<file path="src/rtl/u16u8_pkg.sv">
// Types and constants shared by the UTF-16 to UTF-8 transcoder modules.
package u16u8_pkg;

  localparam logic [15:0] ONE_BYTE_LIMIT = 16'h0080;
  localparam logic [15:0] TWO_BYTE_LIMIT = 16'h0800;
  localparam logic [15:0] HIGH_SURR_MIN  = 16'hD800;
  localparam logic [15:0] HIGH_SURR_MAX  = 16'hDBFF;
  localparam logic [15:0] LOW_SURR_MIN   = 16'hDC00;
  localparam logic [15:0] LOW_SURR_MAX   = 16'hDFFF;
  localparam logic [20:0] SUPP_OFFSET    = 21'h10000;
  localparam logic [7:0]  LEAD_TWO       = 8'hC0;
  localparam logic [7:0]  LEAD_THREE     = 8'hE0;
  localparam logic [7:0]  LEAD_FOUR      = 8'hF0;
  localparam logic [7:0]  CONT_MARK      = 8'h80;
  localparam logic [7:0]  CONT_MASK      = 8'h3F;
  localparam int unsigned MAX_BYTES      = 4;

  typedef struct packed {
    logic [15:0] code_unit;
    logic        string_last;
  } in_word_t;

  typedef struct packed {
    logic [7:0] utf8_byte;
    logic       is_error;
    logic       run_last;
    logic       string_end;
  } out_word_t;

  // All the bytes that one code unit produces, handed from encoder to serializer.
  typedef struct packed {
    logic [2:0]                    cnt;
    logic [MAX_BYTES-1:0][7:0]     bytes;
    logic                          err;
    logic                          last;
  } grp_t;

endpackage

</file>
<file path="src/rtl/u16u8_encode.sv">
// Input register, surrogate tracking and byte-group encoding of one code unit.
module u16u8_encode (
  input  logic                clk,
  input  logic                rst_n,
  input  logic                in_valid,
  output logic                in_stall,
  input  u16u8_pkg::in_word_t in_data,
  output logic                grp_vld,
  input  logic                grp_ready,
  output u16u8_pkg::grp_t     grp
);
  import u16u8_pkg::*;

  logic        vld_r;
  in_word_t    word_r;
  logic        hp_r, hp_nxt;
  logic        fail_r, fail_nxt;
  logic [9:0]  held_r, held_nxt;
  logic        move;
  logic        is_high, is_low;
  logic [15:0] ch;
  logic [20:0] cp;

  assign ch      = word_r.code_unit;
  assign is_high = (ch >= HIGH_SURR_MIN) && (ch <= HIGH_SURR_MAX);
  assign is_low  = (ch >= LOW_SURR_MIN) && (ch <= LOW_SURR_MAX);
  assign cp      = {1'b0, held_r, ch[9:0]} + SUPP_OFFSET;

  always_comb begin
    grp      = '0;
    grp.last = word_r.string_last;
    hp_nxt   = hp_r;
    fail_nxt = fail_r;
    held_nxt = held_r;
    if (fail_r) begin
      if (word_r.string_last) begin
        grp.cnt  = 3'd1;
        grp.err  = 1'b1;
        fail_nxt = 1'b0;
        hp_nxt   = 1'b0;
        held_nxt = '0;
      end
    end else if (hp_r) begin
      hp_nxt   = 1'b0;
      held_nxt = '0;
      if (!is_low) begin
        if (word_r.string_last) begin
          grp.cnt = 3'd1;
          grp.err = 1'b1;
        end else begin
          fail_nxt = 1'b1;
        end
      end else begin
        grp.cnt      = 3'd4;
        grp.bytes[0] = LEAD_FOUR | {5'b0, cp[20:18]};
        grp.bytes[1] = CONT_MARK | ({2'b0, cp[17:12]} & CONT_MASK);
        grp.bytes[2] = CONT_MARK | ({2'b0, cp[11:6]} & CONT_MASK);
        grp.bytes[3] = CONT_MARK | ({2'b0, cp[5:0]} & CONT_MASK);
      end
    end else if (is_high) begin
      if (word_r.string_last) begin
        grp.cnt = 3'd1;
        grp.err = 1'b1;
      end else begin
        hp_nxt   = 1'b1;
        held_nxt = ch[9:0];
      end
    end else if (ch < ONE_BYTE_LIMIT) begin
      grp.cnt      = 3'd1;
      grp.bytes[0] = ch[7:0];
    end else if (ch < TWO_BYTE_LIMIT) begin
      grp.cnt      = 3'd2;
      grp.bytes[0] = LEAD_TWO | {3'b0, ch[10:6]};
      grp.bytes[1] = CONT_MARK | {2'b0, ch[5:0]};
    end else begin
      grp.cnt      = 3'd3;
      grp.bytes[0] = LEAD_THREE | {4'b0, ch[15:12]};
      grp.bytes[1] = CONT_MARK | {2'b0, ch[11:6]};
      grp.bytes[2] = CONT_MARK | {2'b0, ch[5:0]};
    end
  end

  // A word that yields no bytes leaves without waiting on the serializer.
  assign move     = vld_r && ((grp.cnt == 3'd0) || grp_ready);
  assign in_stall = vld_r && !move;
  assign grp_vld  = vld_r && (grp.cnt != 3'd0);

  always_ff @(posedge clk) begin
    if (!rst_n) begin
      vld_r  <= 1'b0;
      hp_r   <= 1'b0;
      fail_r <= 1'b0;
      held_r <= '0;
    end else begin
      if (in_valid && !in_stall) begin
        vld_r <= 1'b1;
      end else if (move) begin
        vld_r <= 1'b0;
      end
      if (move) begin
        hp_r   <= hp_nxt;
        fail_r <= fail_nxt;
        held_r <= held_nxt;
      end
    end
  end

  always_ff @(posedge clk) begin
    if (in_valid && !in_stall) begin
      word_r <= in_data;
    end
  end

endmodule

</file>
<file path="src/rtl/u16u8_serial.sv">
// Result register that hands out a byte group one word per cycle while out_stall is low.
module u16u8_serial (
  input  logic                 clk,
  input  logic                 rst_n,
  input  logic                 grp_vld,
  output logic                 grp_ready,
  input  u16u8_pkg::grp_t      grp,
  output logic                 out_valid,
  input  logic                 out_stall,
  output u16u8_pkg::out_word_t out_data
);
  import u16u8_pkg::*;

  logic       busy_r;
  grp_t       grp_r;
  logic [1:0] idx_r;
  logic       at_last;
  logic       leave_last;

  assign at_last    = (({1'b0, idx_r} + 3'd1) == grp_r.cnt);
  assign leave_last = busy_r && !out_stall && at_last;
  assign grp_ready  = !busy_r || leave_last;

  assign out_valid           = busy_r;
  assign out_data.utf8_byte  = grp_r.bytes[idx_r];
  assign out_data.is_error   = grp_r.err;
  assign out_data.run_last   = at_last;
  assign out_data.string_end = at_last && grp_r.last;

  always_ff @(posedge clk) begin
    if (!rst_n) begin
      busy_r <= 1'b0;
      idx_r  <= '0;
    end else begin
      if (grp_vld && grp_ready) begin
        busy_r <= 1'b1;
        idx_r  <= '0;
      end else if (leave_last) begin
        busy_r <= 1'b0;
        idx_r  <= '0;
      end else if (busy_r && !out_stall) begin
        idx_r <= idx_r + 2'd1;
      end
    end
  end

  always_ff @(posedge clk) begin
    if (grp_vld && grp_ready) begin
      grp_r <= grp;
    end
  end

endmodule

</file>
<file path="src/rtl/utf16_to_utf8_transcoder_top.sv">
// A word is registered in the encoder and its byte group in the serializer.
// Throughput: one output byte per cycle while out_stall is low; a word yields
// 1 to 4 bytes, or none for a held high surrogate or a word dropped from a failed string.
// The serializer's single byte port sets the rate; the next word is encoded
// while the current group drains. Reset (rst_n low, synchronous) empties both
// stages and clears any held high surrogate and string failure.
module utf16_to_utf8_transcoder_top (
  input  logic                 clk,
  input  logic                 rst_n,
  input  logic                 in_valid,
  output logic                 in_stall,
  input  u16u8_pkg::in_word_t  in_data,
  output logic                 out_valid,
  input  logic                 out_stall,
  output u16u8_pkg::out_word_t out_data
);
  import u16u8_pkg::*;

  grp_t grp;
  logic grp_vld;
  logic grp_ready;

  u16u8_encode u_encode (
    .clk      (clk),
    .rst_n    (rst_n),
    .in_valid (in_valid),
    .in_stall (in_stall),
    .in_data  (in_data),
    .grp_vld  (grp_vld),
    .grp_ready(grp_ready),
    .grp      (grp)
  );

  u16u8_serial u_serial (
    .clk      (clk),
    .rst_n    (rst_n),
    .grp_vld  (grp_vld),
    .grp_ready(grp_ready),
    .grp      (grp),
    .out_valid(out_valid),
    .out_stall(out_stall),
    .out_data (out_data)
  );

endmodule

</file>
<file path="config.mk">
export PLATFORM = sky130hd
export DESIGN_NAME = utf16_to_utf8_transcoder_top
export DESIGN_NICKNAME = d
export VERILOG_FILES = /design/src/rtl/u16u8_pkg.sv /design/src/rtl/u16u8_encode.sv /design/src/rtl/u16u8_serial.sv /design/src/rtl/utf16_to_utf8_transcoder_top.sv
export SDC_FILE = /design/constraint.sdc
export NUM_CORES = 1
export LEC_CHECK = 0
export ABC_AREA = 1
export BUFFER_PORTS_ARGS = -buffer_cell sky130_fd_sc_hd__clkbuf_2
export CAP_MARGIN = 20
export CORE_MARGIN = 3
export CORE_UTILIZATION = 57
export CTS_BUF_LIST = sky130_fd_sc_hd__clkbuf_4 sky130_fd_sc_hd__clkbuf_8 sky130_fd_sc_hd__clkbuf_16
export DETAILED_ROUTE_END_ITERATION = 6
export HOLD_SLACK_MARGIN = 0.05
export PLACE_DENSITY = 0.81
export SLEW_MARGIN = 0
export SYNTH_ARGS = -nofsm -noshare
export SYNTH_HDL_FRONTEND = slang
export SYNTH_HIERARCHICAL = 1
export SYNTH_SLANG_ARGS = --single-unit
</file>
<file path="constraint.sdc">
create_clock -name clk -period 4.75 [get_ports clk]
set_clock_uncertainty 0.15 [all_clocks]
set_input_delay 0.7125 -clock clk [delete_from_list [all_inputs] [get_ports clk]]
set_output_delay 0.7125 -clock clk [all_outputs]
set_load 0.1 [all_outputs]
</file>
==> results <==
- The flow ran to the end, and the final reports show no timing, DRC or antenna violations.
- The routed wire length per instance is approximately 14 um.
- In the final layout, flip-flops and latches occupy around 0.0019 mm2.
- The vias after detailed routing is around 2400.
- The wire length of the first global-routing pass is roughly 10000 um.
- The total routing resource utilization after global routing is between 10% and 20%.
- The starting utilization of the core area is ~59%.
- The area of the multi-input gates is between 0.001 and 0.0015 mm2.
- In the routed design, unresolved DRC markers number 0.
- The buffer levels on the longest clock path is 2.
- For the finished layout, the period the worst path requires is about 3.6 ns.
- The proportion of register bits with asynchronous set or reset after synthesis is 0%.
- Port buffering added 33 buffers.
- The mean cell area of the mapped netlist is about 10 um2.
- The total chip power is 0.00131 W.
- Before antenna repair, the detailed router went through 5 iterations.
- The setup check on the worst reg-to-reg path leaves a slack of 1.65 ns.
- The TritonCTS clock tree is built.
- 0 antenna diodes ended up in the layout.
- The ratio of cells with drive above 1 in the final layout is between 20% and 30%.
- The post-synthesis cell count is 320.
- The number of gates given a new drive strength after cts is 0.
- The layout overhead on the synthesized area is 11.1%.
- Of the synthesized area, sequential elements account for between 50% and 60%.
- The post-detailed-placement half-perimeter wirelength is around 4400 um.
- The summed instance area of the synthesized netlist is roughly 0.0033 mm2.
- After the flow finishes, the layout carries non-filler instances totaling ~430.
- The setup TNS is 0 ns.
- For this run, the leading register cell type out of synthesis is sky130_fd_sc_hd__edfxtp_1.
- The synthesized design contains between 50 and 60 enable-type register cells.
- Ranked by total cell area, the synthesized netlist is headed by sky130_fd_sc_hd__edfxtp_1 49%, sky130_fd_sc_hd__dfxtp_1 9.7%, sky130_fd_sc_hd__nand2_1 5.0%, sky130_fd_sc_hd__inv_1 4.0%, sky130_fd_sc_hd__o21ai_0 3.6%.
- Across the VDD grid, the largest voltage drop is approximately 0.00023 V.
- After the last flow step, the layout net total stands at ~370.
- The delay of the slowest critical-path stage is 0.79 ns.
- Row generation in the floorplan step produced 27 rows.
- The tool flagged a number of max-cap violations equal to 0.
- Walking the worst path, the cells encountered are ha_1, xnor2_1, nand4_4, nand2_2, inv_1, nand2_1, nor2_1, clkbuf_2.
- The detailed router finished its first iteration with approximately 120 violations.
- The clock slew seen by the registers of the worst setup and hold paths is roughly 0.07 ns.
- From left edge to right edge, the die measures 82.2 um.
- For the pin with the worst max-slew slack, the measured transition is ~0.94 ns.
- The number of setup violations in the final report is 0.
- The uppermost layer routed is met4.
- The hold path startpoint is u_encode/held_r[3]$_SDFFE_PN0P_.
- The end of the worst hold path is u_encode/held_r[3]$_SDFFE_PN0P_.
- The final core area utilization is 66.0%.
- Buffers inserted to repair hold after CTS numbered 0.
- The number of buffers inserted during clock tree synthesis is 9.
- 34 I/O pins were placed.
- The endpoint identified for the worst register-to-register timing path is u_encode/ch[13]$_DFFE_PP_.
- The standard cell with the maximum stage delay on the critical path is sky130_fd_sc_hd__dfxtp_1.
- The core region is 0.00557 mm2.
- Ranked by instance count, the synthesized netlist is headed by 54 x sky130_fd_sc_hd__edfxtp_1, 44 x sky130_fd_sc_hd__nand2_1, 35 x sky130_fd_sc_hd__inv_1.
- The length of routed wiring on met1 is about 2700 um.
- The proportion of netlist area held by the largest area contributor is between 40% and 50%.
- Wires add up to between 6000 and 7000 um.
- The H-tree depth is 3.
- The kind of critical path is reg -> out.
- The tightest min-delay check is of the reg -> reg type.
- The count of cells along the worst register-to-register path is 10.
- For the worst setup path, the data required time is between 3 and 4 ns.
- Clock tree synthesis selected as its root buffer the cell sky130_fd_sc_hd__clkbuf_8.
- The max-slew violation total from the final report was 0.
- The Yosys step of the flow raised 6 warnings.
- In this run the vertical extent of the chip is a little over 80 um.
- The post-CTS setup repair buffer count is 0.
- The met2 wire length is roughly 3000 um.
- The via count of the first global-routing pass is 2191.
- The startpoint of the worst register-to-register path is u_serial/idx_r[0]$_SDFFE_PP0P_.
- The number of different library cells used by synthesis comes to 42.
- The post-synthesis sequential element count is 70.
- After global routing the overflow that remains totals 0.
- The length of routed met3 wiring is between 300 and 400 um.
- The later pin in the worst-skew pair is clocked with a latency of about 0.33 ns.
- Setup repair after global routing left no endpoint under its margin.
- Along the worst path, the maximum fanout reaches 19.
- In this run the static leakage power is 1.41 nW.
- The worst setup path is launched from a flip-flop.
- After detailed routing, the number of vias per cell comes to about 5.5.
- The die covers between 0.006 and 0.007 mm2.
- The detail route stage leaves a number of antenna-violating nets equal to 0.
- The final count of hold timing violations came to 0.
- The tree built by TritonCTS fans out to 70 sinks.
- At the worst endpoint, the arrival time is between 2 and 3 ns.
- The number of placed instances, taps included, is 410.
- The timing-limited maximum frequency is 280 MHz.
- The depth of the worst hold-timing path is 2.
- The largest net degree at the start of global routing is 38.
- The kind of end point of the critical path is a primary output.
- The total power divided by cell area is around 360 mW/mm2.
- The headroom to the max-slew limit is about 37%.
- By instance count, the leading cell after synthesis is sky130_fd_sc_hd__edfxtp_1.
- The number of fill cells in the layout is about 440.
- The most area-hungry cell type in the Yosys netlist is sky130_fd_sc_hd__edfxtp_1.
- The final weighted congestion of routability-driven global placement is 0.844.
- The initial antenna violation count is 0.
- After layout, the worst path uses about three quarters of the clock period.
## cell type report
cell class | instances | share of cell area [%]
clock inverters | 5 | 1.36
clock buffers | 11 | 3.78
flip-flops and latches | 70 | 52.8
multi-input cells | 195 | 30.4
inverters | 40 | 4.22
well taps | 72 | 2.45
repair buffers | 34 | 5.04
## per-layer routing
metal	vias up	global-route usage [%]
met4	0	6.48
met5	-	0
met2	85	32.0
met3	8	6.18
met1	1103	25.4
li1	1172	-
## how the worst max path moves through the flow
stage	cells after the start	start	slack (ns)	end
finish	8	u_serial/idx_r[0]$_SDFFE_PP0P_	1.17	in_stall
global route	8	u_serial/idx_r[0]$_SDFFE_PP0P_	1.00	in_stall
CTS	8	u_serial/idx_r[0]$_SDFFE_PP0P_	1.16	in_stall
detailed placement	8	u_serial/idx_r[0]$_SDFFE_PP0P_	1.56	in_stall
global placement	8	u_serial/idx_r[0]$_SDFFE_PP0P_	1.63	in_stall
floorplan	4	u_serial/out_valid$_SDFFE_PN0P_	0.86	u_serial/grp_r[0]$_DFFE_PP_
## critical path: cells and delay by family, from the launching register on
family / cells / cell delay (ns)
xor+xnor: 1 / 0.31
buf+inv: 2 / 0.44
fa+ha+maj: 1 / 0.37
flops: 1 / 0.79
simple gates: 4 / 0.46
## report_power, final
part           internal [W]  leakage, nW  total (W)  switching, W
registers          0.000692        0.631   0.000712     0.0000197
clock network      0.000250        0.104   0.000446      0.000195
logic             0.0000338        0.680   0.000150      0.000116
## cell families (layout without fill, tap and decap cells)
family                   Yosys count  count (layout)  share of synthesized area [%]
adder cells (fa/ha/maj)            2               2                          0.756
XOR/XNOR                           4               4                           1.06
buffers and inverters             57              90                           8.17
AO/OA/AOI/OAI                     69              69                           12.8
flip-flops                        70              70                           58.7
AND/OR/NAND/NOR                  117             117                           18.4
other                              1               3                          0.113
## placed cells by master (no fill, tap or decap), drive strengths merged, types with 4 or more instances in the layout
cell	netlist	layout
a21oi	16	16
dfxtp	16	16
inv	40	40
o21ai	25	25
clkinv	0	4
o22ai	13	13
clkbuf	2	44
nor2	38	38
nand4	12	12
o211ai	7	7
edfxtp	54	54
nand3	16	16
nand2	48	48
## flip-flops by register name, summed over array words and instances (netlist names)
register and count:
u_serial/idx_r 2, u_encode/grp 1, u_encode/ch 16, u_serial/grp_r 36
u_encode/fail_r 1, u_encode/held_r 10, u_encode/vld_r 1, u_serial/out_data 1
u_serial/out_valid 1, u_encode/hp_r 1
## per-stage QoR
| stage | worst slack, ns | hold WS [ns] | cell area [um2] |
|---|---|---|---|
| 2_1_floorplan | 0.861 | 0.293 | 3320 |
| 3_3_place_gp | 1.63 | 0.305 | 3470 |
| 3_5_place_dp | 1.56 | 0.316 | 3470 |
| 4_1_cts | 1.16 | 0.326 | 3660 |
| 5_1_grt | 1.00 | 0.346 | 3680 |
| 6_report | 1.17 | 0.325 | 3680 |
Power figures use the tool's default switching activity.
